==> src/design/evt3_pkg.sv <==
package evt3_pkg;

    // Width of the high-half wrap counter.
    localparam int WRAP_BITS = 16;

    localparam int WORD_W  = 16;
    localparam int TYPE_W  = 4;
    localparam int PAY_W   = 12;
    localparam int COL_W   = 11;
    localparam int HALF_W  = 12;
    localparam int TS_W    = 40;
    localparam int MASK_W  = 12;
    localparam int IDX_W   = 4;

    localparam logic [COL_W-1:0] VECT12_STEP = 11'd12;
    localparam logic [COL_W-1:0] VECT8_STEP  = 11'd8;

    typedef enum logic [TYPE_W-1:0] {
        T_ADDR_Y      = 4'h0,
        T_ADDR_X      = 4'h2,
        T_VECT_BASE_X = 4'h3,
        T_VECT_12     = 4'h4,
        T_VECT_8      = 4'h5,
        T_TIME_LOW    = 4'h6,
        T_CONTINUED4  = 4'h7,
        T_TIME_HIGH   = 4'h8,
        T_EXT_TRIGGER = 4'hA,
        T_OTHERS      = 4'hE,
        T_CONTINUED12 = 4'hF
    } t_word_type;

    typedef enum logic {
        K_EVENT = 1'b0,
        K_ERROR = 1'b1
    } t_kind;

    // One decoded word waiting to be drained, one result per set mask bit.
    typedef struct packed {
        logic                valid;
        t_kind               kind;
        logic [MASK_W-1:0]   mask;
        logic [COL_W-1:0]    base;
        logic                polarity;
        logic [COL_W-1:0]    row;
        logic [TS_W-1:0]     timestamp;
        logic [TYPE_W-1:0]   error_type;
    } t_job;

    // Index of the lowest set bit; zero for an empty mask.
    function automatic logic [IDX_W-1:0] lsb_index(input logic [MASK_W-1:0] mask);
        logic [IDX_W-1:0] idx;
        idx = '0;
        for (int b = MASK_W - 1; b >= 0; b--) begin
            if (mask[b]) begin
                idx = IDX_W'(b);
            end
        end
        return idx;
    endfunction

endpackage

==> src/design/evt3_dec_state.sv <==
module evt3_dec_state (
    input  logic                         i_clk,
    input  logic                         i_rst_n,
    input  logic                         i_accept,
    input  logic [evt3_pkg::WORD_W-1:0]  i_word,
    output evt3_pkg::t_job               o_job
);

    logic [evt3_pkg::COL_W-1:0]     r_row, n_row;
    logic [evt3_pkg::COL_W-1:0]     r_base, n_base;
    logic                           r_pol, n_pol;
    logic [evt3_pkg::HALF_W-1:0]    r_low, n_low;
    logic [evt3_pkg::HALF_W-1:0]    r_high, n_high;
    logic [evt3_pkg::WRAP_BITS-1:0] r_wrap, n_wrap;

    logic [evt3_pkg::TYPE_W-1:0] w_type;
    logic [evt3_pkg::PAY_W-1:0]  w_pay;
    logic [evt3_pkg::TS_W-1:0]   w_stamp;

    assign w_type = i_word[evt3_pkg::WORD_W-1 -: evt3_pkg::TYPE_W];
    assign w_pay  = i_word[evt3_pkg::PAY_W-1:0];

    assign w_stamp = (evt3_pkg::TS_W'(r_wrap) << 24)
                   + (evt3_pkg::TS_W'(r_high) << 12)
                   + evt3_pkg::TS_W'(r_low);

    always_comb begin
        n_row  = r_row;
        n_base = r_base;
        n_pol  = r_pol;
        n_low  = r_low;
        n_high = r_high;
        n_wrap = r_wrap;

        o_job            = '0;
        o_job.kind       = evt3_pkg::K_EVENT;
        o_job.base       = r_base;
        o_job.polarity   = r_pol;
        o_job.row        = r_row;
        o_job.timestamp  = w_stamp;

        unique case (w_type)
            evt3_pkg::T_ADDR_Y: begin
                n_row = w_pay[evt3_pkg::COL_W-1:0];
            end
            evt3_pkg::T_ADDR_X: begin
                o_job.valid    = 1'b1;
                o_job.mask     = evt3_pkg::MASK_W'(1);
                o_job.base     = w_pay[evt3_pkg::COL_W-1:0];
                o_job.polarity = w_pay[evt3_pkg::PAY_W-1];
            end
            evt3_pkg::T_VECT_BASE_X: begin
                n_base = w_pay[evt3_pkg::COL_W-1:0];
                n_pol  = w_pay[evt3_pkg::PAY_W-1];
            end
            evt3_pkg::T_VECT_12: begin
                o_job.valid = |w_pay;
                o_job.mask  = w_pay;
                n_base      = r_base + evt3_pkg::VECT12_STEP;
            end
            evt3_pkg::T_VECT_8: begin
                o_job.valid = |w_pay[7:0];
                o_job.mask  = {4'b0, w_pay[7:0]};
                n_base      = r_base + evt3_pkg::VECT8_STEP;
            end
            evt3_pkg::T_TIME_LOW: begin
                n_low = w_pay;
            end
            evt3_pkg::T_TIME_HIGH: begin
                if (w_pay < r_high) begin
                    n_wrap = r_wrap + evt3_pkg::WRAP_BITS'(1);
                end
                n_high = w_pay;
            end
            evt3_pkg::T_CONTINUED4, evt3_pkg::T_EXT_TRIGGER,
            evt3_pkg::T_OTHERS, evt3_pkg::T_CONTINUED12: begin
            end
            default: begin
                // unknown type: a single error result, state untouched
                o_job.valid      = 1'b1;
                o_job.kind       = evt3_pkg::K_ERROR;
                o_job.mask       = evt3_pkg::MASK_W'(1);
                o_job.base       = '0;
                o_job.polarity   = 1'b0;
                o_job.row        = '0;
                o_job.timestamp  = '0;
                o_job.error_type = w_type;
            end
        endcase
    end

    always_ff @(posedge i_clk) begin
        if (!i_rst_n) begin
            r_row  <= '0;
            r_base <= '0;
            r_pol  <= 1'b0;
            r_low  <= '0;
            r_high <= '0;
            r_wrap <= '0;
        end else if (i_accept) begin
            r_row  <= n_row;
            r_base <= n_base;
            r_pol  <= n_pol;
            r_low  <= n_low;
            r_high <= n_high;
            r_wrap <= n_wrap;
        end
    end

endmodule

==> src/design/evt3_event_word_decoder_core.sv <==
// A word's results pass first through the pending job register and then the output register.
// Throughput: one word per cycle while the output is not stalled; a vector word holds the
//   input until each set mask bit (up to twelve) has been drained, one event per cycle.
// Words that give no result (row, base, time, ignored types) do not hold the input.
// Reset (i_rst_n low, synchronous) clears row, base column, polarity, both time
//   halves, the wrap count, the pending word and the output valid flag.
module evt3_event_word_decoder_core (
    input  logic                         i_clk,
    input  logic                         i_rst_n,
    input  logic                         i_in_valid,
    output logic                         o_in_ready,
    input  logic [evt3_pkg::WORD_W-1:0]  i_word,
    output logic                         o_out_valid,
    input  logic                         i_out_ready,
    output logic                         o_kind,
    output logic [evt3_pkg::COL_W-1:0]   o_column,
    output logic [evt3_pkg::COL_W-1:0]   o_row,
    output logic                         o_polarity,
    output logic [evt3_pkg::TS_W-1:0]    o_timestamp,
    output logic [evt3_pkg::TYPE_W-1:0]  o_error_type,
    output logic                         o_last
);

    // Decoder state and the job for the word at the input.
    evt3_pkg::t_job w_new_job;

    // Pending job: the word currently being drained, one event per cycle while the output is not stalled.
    evt3_pkg::t_job r_job;

    logic                          w_accept;
    logic                          w_out_load;
    logic                          w_job_done;
    logic [evt3_pkg::IDX_W-1:0]    w_idx;
    logic [evt3_pkg::MASK_W-1:0]   w_mask_rest;
    logic [evt3_pkg::COL_W-1:0]    w_col;

    // Output register
    logic                          r_out_valid;
    logic                          r_kind;
    logic [evt3_pkg::COL_W-1:0]    r_column;
    logic [evt3_pkg::COL_W-1:0]    r_row;
    logic                          r_polarity;
    logic [evt3_pkg::TS_W-1:0]     r_timestamp;
    logic [evt3_pkg::TYPE_W-1:0]   r_error_type;
    logic                          r_last;

    evt3_dec_state u_state (
        .i_clk    (i_clk),
        .i_rst_n  (i_rst_n),
        .i_accept (w_accept),
        .i_word   (i_word),
        .o_job    (w_new_job)
    );

    // Pick the lowest remaining mask bit; column wraps mod 2048.
    assign w_idx       = evt3_pkg::lsb_index(r_job.mask);
    assign w_mask_rest = r_job.mask & (r_job.mask - evt3_pkg::MASK_W'(1));
    assign w_col       = r_job.base + evt3_pkg::COL_W'(w_idx);

    // Output register takes a result when empty or being emptied.
    assign w_out_load = r_job.valid && (!r_out_valid || i_out_ready);
    assign w_job_done = w_out_load && (w_mask_rest == '0);

    // A new word can enter while the last event of the pending one leaves.
    assign o_in_ready = !r_job.valid || w_job_done;
    assign w_accept   = i_in_valid && o_in_ready;

    always_ff @(posedge i_clk) begin
        if (!i_rst_n) begin
            r_job <= '0;
        end else if (w_accept) begin
            r_job <= w_new_job;
        end else if (w_out_load) begin
            r_job.valid <= (w_mask_rest != '0);
            r_job.mask  <= w_mask_rest;
        end
    end

    always_ff @(posedge i_clk) begin
        if (!i_rst_n) begin
            r_out_valid <= 1'b0;
        end else if (w_out_load) begin
            r_out_valid <= 1'b1;
        end else if (i_out_ready) begin
            r_out_valid <= 1'b0;
        end
    end

    always_ff @(posedge i_clk) begin
        if (w_out_load) begin
            r_kind       <= r_job.kind;
            // error results carry column zero
            r_column     <= (r_job.kind == evt3_pkg::K_ERROR) ? '0 : w_col;
            r_row        <= r_job.row;
            r_polarity   <= r_job.polarity;
            r_timestamp  <= r_job.timestamp;
            r_error_type <= r_job.error_type;
            r_last       <= (w_mask_rest == '0);
        end
    end

    assign o_out_valid  = r_out_valid;
    assign o_kind       = r_kind;
    assign o_column     = r_column;
    assign o_row        = r_row;
    assign o_polarity   = r_polarity;
    assign o_timestamp  = r_timestamp;
    assign o_error_type = r_error_type;
    assign o_last       = r_last;

endmodule

==> config.mk <==
export PLATFORM = sky130hd
export DESIGN_NAME = evt3_event_word_decoder_core
export DESIGN_NICKNAME = d
export VERILOG_FILES = /design/src/design/evt3_pkg.sv /design/src/design/evt3_dec_state.sv /design/src/design/evt3_event_word_decoder_core.sv
export SDC_FILE = /design/constraint.sdc
export NUM_CORES = 1
export LEC_CHECK = 0
export BUFFER_PORTS_ARGS = -buffer_cell sky130_fd_sc_hd__buf_2
export CORE_UTILIZATION = 59
export CTS_CLUSTER_DIAMETER = 120
export DETAILED_ROUTE_END_ITERATION = 8
export PLACE_DENSITY = 0.92
export SLEW_MARGIN = 20
export SYNTH_ARGS = -nofsm -noshare
export SYNTH_HDL_FRONTEND = slang
export SYNTH_SLANG_ARGS = --single-unit
==> constraint.sdc <==
create_clock -name i_clk -period 3.5 [get_ports i_clk]
set_clock_uncertainty 0.2 [all_clocks]
set_input_delay 0.35 -clock i_clk [delete_from_list [all_inputs] [get_ports i_clk]]
set_output_delay 0.35 -clock i_clk [all_outputs]
set_load 0.05 [all_outputs]
==> tab_implementation.tex <==
\begin{tabular}{lr}
\hline
Metric & Value \\
\hline
\multicolumn{2}{l}{\textbf{Critical path}} \\
CP cell instances & or4\_1 > o31ai\_1 > nand4\_1 > o31ai\_1 > buf\_2 \\
Endpoint of the lowest-slack register-to-register path & o\_column[9] \\
Max Fanout on Critical Path & 9 \\
Launching element type of the critical path & register \\
Type of the setup path with the least slack & reg2out \\
Category of the worst setup path capture point & output pin \\
Crit-path most repeated cell & sky130\_fd\_sc\_hd\_\_o31ai\_1 \\
Maximum cell stage delay along the critical path & 0.65 ns \\
Worst Path Required & between 2 and 3 ns \\
R2r startpoint & r\_job[75] \\
Minimum setup slack among reg-to-reg paths & around 0.34 ns \\
Reg2Reg Depth & 12 \\
Kind of cell with the highest combined delay on the critical path & simple AND/OR/NAND/NOR gates \\
CP Data Arrival Time & between 2 and 3 ns \\
Buffers plus inverters on the worst setup path & 1 \\
Standard cell with the maximum stage delay on the critical path & sky130\_fd\_sc\_hd\_\_or4\_1 \\
\multicolumn{2}{l}{\textbf{Power}} \\
Net Switching & between 1 and 1.5 mW \\
Proportion of power drawn by the clock network & 40.8\% \\
Pint & 4.07 mW \\
Fraction of power consumed by sequential logic & between 40\% and 50\% \\
Ratio of total power to cell area & roughly 530 nW/µm² \\
Worst-case vdd ir drop & 0.000302 V \\
Leakage component of the power & 3.86 nW \\
Combinational group share of total power & 10.0\% \\
Switching portion of total power & 25.3\% \\
\multicolumn{2}{l}{\textbf{Layout}} \\
Fillers & between 1k and 1.5k \\
Fin util & 69.9\% \\
Storage element area & 4970 µm² \\
Fraction of final layout cells sized beyond drive strength 1 & between 10\% and 20\% \\
Cell area after layout & $\sim$10,000 µm² \\
Final layout net count & a little over 1k \\
Relative area change from synthesis to final layout & 14.0\% \\
Multi-input gate area in the final layout & 3690 µm² \\
\multicolumn{2}{l}{\textbf{Timing}} \\
Share of the clock period used by the worst path after layout & 93.8\% \\
Setup-failing EPs final & 0 \\
Max-slew violation count & 0 \\
Final worst slack & 0.218 ns \\
Achievable clock frequency & 0.305 GHz \\
Aggregate negative setup slack & 0 ns \\
Worst-margin pin slew & 0.943 ns \\
Setup repair after global routing missed its margin & no \\
Worst-case headroom to the max-slew limit & 37.0\% \\
Number of hold violations in the final report & 0 \\
Post-route minimum period & 3.28 ns \\
\multicolumn{2}{l}{\textbf{Synthesis}} \\
Syn Nets & 964 \\
Number of distinct standard cells referenced by the synthesized netlist & 60 \\
Cell type with the highest aggregate area in the netlist & sky130\_fd\_sc\_hd\_\_dfxtp\_1 \\
Yosys Warn Count & 0 \\
Async set or reset register ratio after synthesis & 0\% \\
Flip-flop and latch count after synthesis & 214 \\
Synth top area share & 32.1\% \\
Post-Syn Instances & slightly above 900 \\
EDFF count, synth & slightly below 70 \\
Leading post-synthesis cells by instance count & sky130\_fd\_sc\_hd\_\_dfxtp\_1 (145), sky130\_fd\_sc\_hd\_\_nand2\_1 (143), sky130\_fd\_sc\_hd\_\_a21oi\_1 (101) \\
Syn Std Cell Area & 9050 µm² \\
Sequential area share after synthesis & 55.0\% \\
Top FF cell, synth & sky130\_fd\_sc\_hd\_\_dfxtp\_1 \\
Top area cells in the synthesized netlist & sky130\_fd\_sc\_hd\_\_dfxtp\_1 (32\%), sky130\_fd\_sc\_hd\_\_edfxtp\_1 (23\%), sky130\_fd\_sc\_hd\_\_nand2\_1 (5.9\%) \\
Most frequent cell after synthesis & sky130\_fd\_sc\_hd\_\_dfxtp\_1 \\
Avg Cell Area, Syn & between 9 and 10 µm² \\
\multicolumn{2}{l}{\textbf{Clocking}} \\
Clock Sinks & between 200 and 250 \\
Clock Tree Buf Depth & 3 \\
TritonCTS clock tree & done \\
H-tree lvl count & 1 \\
Insertion delay of the later-clocked pin in the worst-skew pair & just under 0.5 ns \\
Root Buffer & sky130\_fd\_sc\_hd\_\_clkbuf\_16 \\
Clock transition at the registers of the reported paths & 0.06 ns \\
Post-CTS sizing & 0 \\
Number of buffers added by the clock tree synthesis step & 21 \\
\multicolumn{2}{l}{\textbf{Floorplan}} \\
\# rows & 44 \\
Core Area & 14,800 µm² \\
Boundary Pins & 91 \\
Y dimension of the die & 126 µm \\
DIE WIDTH & around 130 µm \\
Area of the die & around 16,000 µm² \\
Starting Density & 61.3\% \\
\multicolumn{2}{l}{\textbf{Detailed routing}} \\
Vias post-DR & 7,438 \\
Drt initial violations & 793 \\
1st-pass router iterations & 5 \\
Post-route ant nets & 0 \\
Detail-routed net length per standard cell & 17.9 µm \\
Drt total wl & 21,400 µm \\
Number of remaining DRC errors & 0 \\
Number of vias per cell & 6.25 \\
\multicolumn{2}{l}{\textbf{Hold path}} \\
Kind of path behind the tightest hold check & in2reg \\
Worst min-delay path startpoint & i\_word[1] \\
Min-Delay Path Depth & 3 \\
Worst hold endpoint & r\_job[68] \\
\multicolumn{2}{l}{\textbf{GRT}} \\
Overflow left after global routing & 0 \\
Number of global-route vias before repair & 6,853 \\
Pin count of the biggest net entering global routing & 77 \\
Global-route usage over all layers & 27.1\% \\
Initial antenna violation count & 2 \\
First-pass GRT wire length & 34,600 µm \\
\multicolumn{2}{l}{\textbf{Placed design}} \\
Placement-stage worst setup slack & 0.405 ns \\
Last weighted congestion value of the routability-driven placer & 0.925 \\
Detail Placement HPWL & 13,800 µm \\
I/O Buffers & 90 \\
DP Area & roughly 9600 µm² \\
\multicolumn{2}{l}{\textbf{Flow run}} \\
Max Cap Viol & 0 \\
\multicolumn{2}{l}{\textbf{Outcome}} \\
Run status & finished, final reports clean \\
\hline
\end{tabular}
## flip-flops by register name, indices dropped and copies added, names as in the netlist
register and flops:
r_job 81, o_timestamp 40, u_state.r_wrap 16, u_state.r_high 12
u_state.r_low 12, o_column 11, o_row 11, u_state.r_base 11
u_state.r_row 11, o_error_type 4, o_kind 1, o_last 1
o_out_valid 1, o_polarity 1, u_state.r_pol 1
## cell families after synthesis
family / Yosys count / share of synthesized area [%]
buf+inv: 94 / 4.41
flops: 214 / 55.0
xor+xnor: 10 / 0.968
simple gates: 354 / 18.9
mux: 43 / 4.77
compound gates: 187 / 12.9
fa+ha+maj: 22 / 3.07
## stage by stage
| step | std cells | hold WS [ns] | power (mW) |
|---|---|---|---|
| 3_3_place_gp | 1147 | 0.215 | 3.25 |
| 4_1_cts | 1189 | 0.000240 | 5.46 |
| 5_1_grt | 1191 | 0.00101 | 5.63 |
| 2_1_floorplan | 924 | 0.208 | 3.12 |
| 6_report | 1191 | 0.00497 | 5.45 |
| 3_5_place_dp | 1147 | 0.214 | 3.26 |
## cells in the final DEF, fill, tap and decap left out, types with 4 or more instances in the layout
master	Yosys	routed
sky130_fd_sc_hd__nand4_1	8	8
sky130_fd_sc_hd__o2111ai_1	4	4
sky130_fd_sc_hd__clkbuf_16	0	21
sky130_fd_sc_hd__o211ai_1	11	11
sky130_fd_sc_hd__buf_2	9	90
sky130_fd_sc_hd__xnor2_1	5	5
sky130_fd_sc_hd__clkbuf_1	50	5
sky130_fd_sc_hd__dfxtp_1	145	145
sky130_fd_sc_hd__a211oi_1	5	5
sky130_fd_sc_hd__inv_1	25	24
sky130_fd_sc_hd__and3_1	4	4
sky130_fd_sc_hd__nor2_1	35	35
sky130_fd_sc_hd__buf_4	1	16
sky130_fd_sc_hd__nor3_1	25	25
sky130_fd_sc_hd__or3_1	8	8
sky130_fd_sc_hd__o21ai_0	10	10
sky130_fd_sc_hd__xor2_1	5	5
sky130_fd_sc_hd__dlygate4sd3_1	0	4
sky130_fd_sc_hd__nor4_1	7	7
sky130_fd_sc_hd__and4_1	5	5
sky130_fd_sc_hd__a21o_1	6	5
sky130_fd_sc_hd__nor2b_1	10	10
sky130_fd_sc_hd__ha_1	19	19
sky130_fd_sc_hd__or4_1	12	12
sky130_fd_sc_hd__nand2_1	143	143
sky130_fd_sc_hd__mux2i_1	42	42
sky130_fd_sc_hd__clkbuf_8	0	5
sky130_fd_sc_hd__o31ai_1	18	18
sky130_fd_sc_hd__nand2b_1	11	11
sky130_fd_sc_hd__a221oi_1	12	12
sky130_fd_sc_hd__a21oi_1	101	100
sky130_fd_sc_hd__edfxtp_1	69	69
sky130_fd_sc_hd__nand3_1	71	71
## power groups by stage
stage          Clock, mW  Sequential, mW  Combinational [mW]
2_1_floorplan          0            2.84               0.278
3_3_place_gp           0            2.73               0.519
3_5_place_dp           0            2.73               0.531
4_1_cts             2.24            2.68               0.542
5_1_grt             2.36            2.68               0.583
6_report            2.22            2.68               0.547
## worst max-delay path by stage
| stage | from | to | slack, ns | depth (start not counted) |
|---|---|---|---|---|
| after floorplan | r_job[67] | o_in_ready | 0.15 | 6 |
| after global placement | r_job[71] | r_job[57] | 0.49 | 8 |
| after detailed placement | r_job[71] | r_job[56] | 0.40 | 8 |
| after CTS | r_job[71] | o_in_ready | 0.22 | 5 |
| after global routing | r_job[71] | o_in_ready | 0.06 | 5 |
| final | r_job[71] | o_in_ready | 0.22 | 5 |
## per-layer routing
| layer | GRT usage, % | part of all wire, % | vias to the layer above |
|---|---|---|---|
| li1 | - | - | 3460 |
| met1 | 36.0 | 40 | 3491 |
| met2 | 44.2 | 47 | 410 |
| met3 | 4.42 | 8.9 | 77 |
| met4 | 11.1 | 3.9 | 0 |
| met5 | 0 | 0 | - |
## final cells by class
| type | count | share of cell area, % |
|---|---|---|
| Sequential cell | 214 | 48.2 |
| Multi-Input combinational cell | 616 | 35.8 |
| Timing Repair Buffer | 111 | 6.11 |
| Clock buffer | 31 | 5.94 |
| Tap cell | 184 | 2.23 |
| Inverter | 26 | 0.946 |
| Clock inverter | 7 | 0.703 |
| Antenna cell | 2 | 0.0485 |
## tightest hold or removal path, stage by stage
cell,delay [ns]
sky130_fd_sc_hd__buf_2,0.14
sky130_fd_sc_hd__nand3_1,0.09
sky130_fd_sc_hd__a21oi_1,0.06
## what timing repair did
item / in CTS / in global routing
buffers inserted: 0 / 0
hold buffers: 4 / 0
endpoints found under the hold margin: 4 / 0
(Power assumes the default switching activity.)
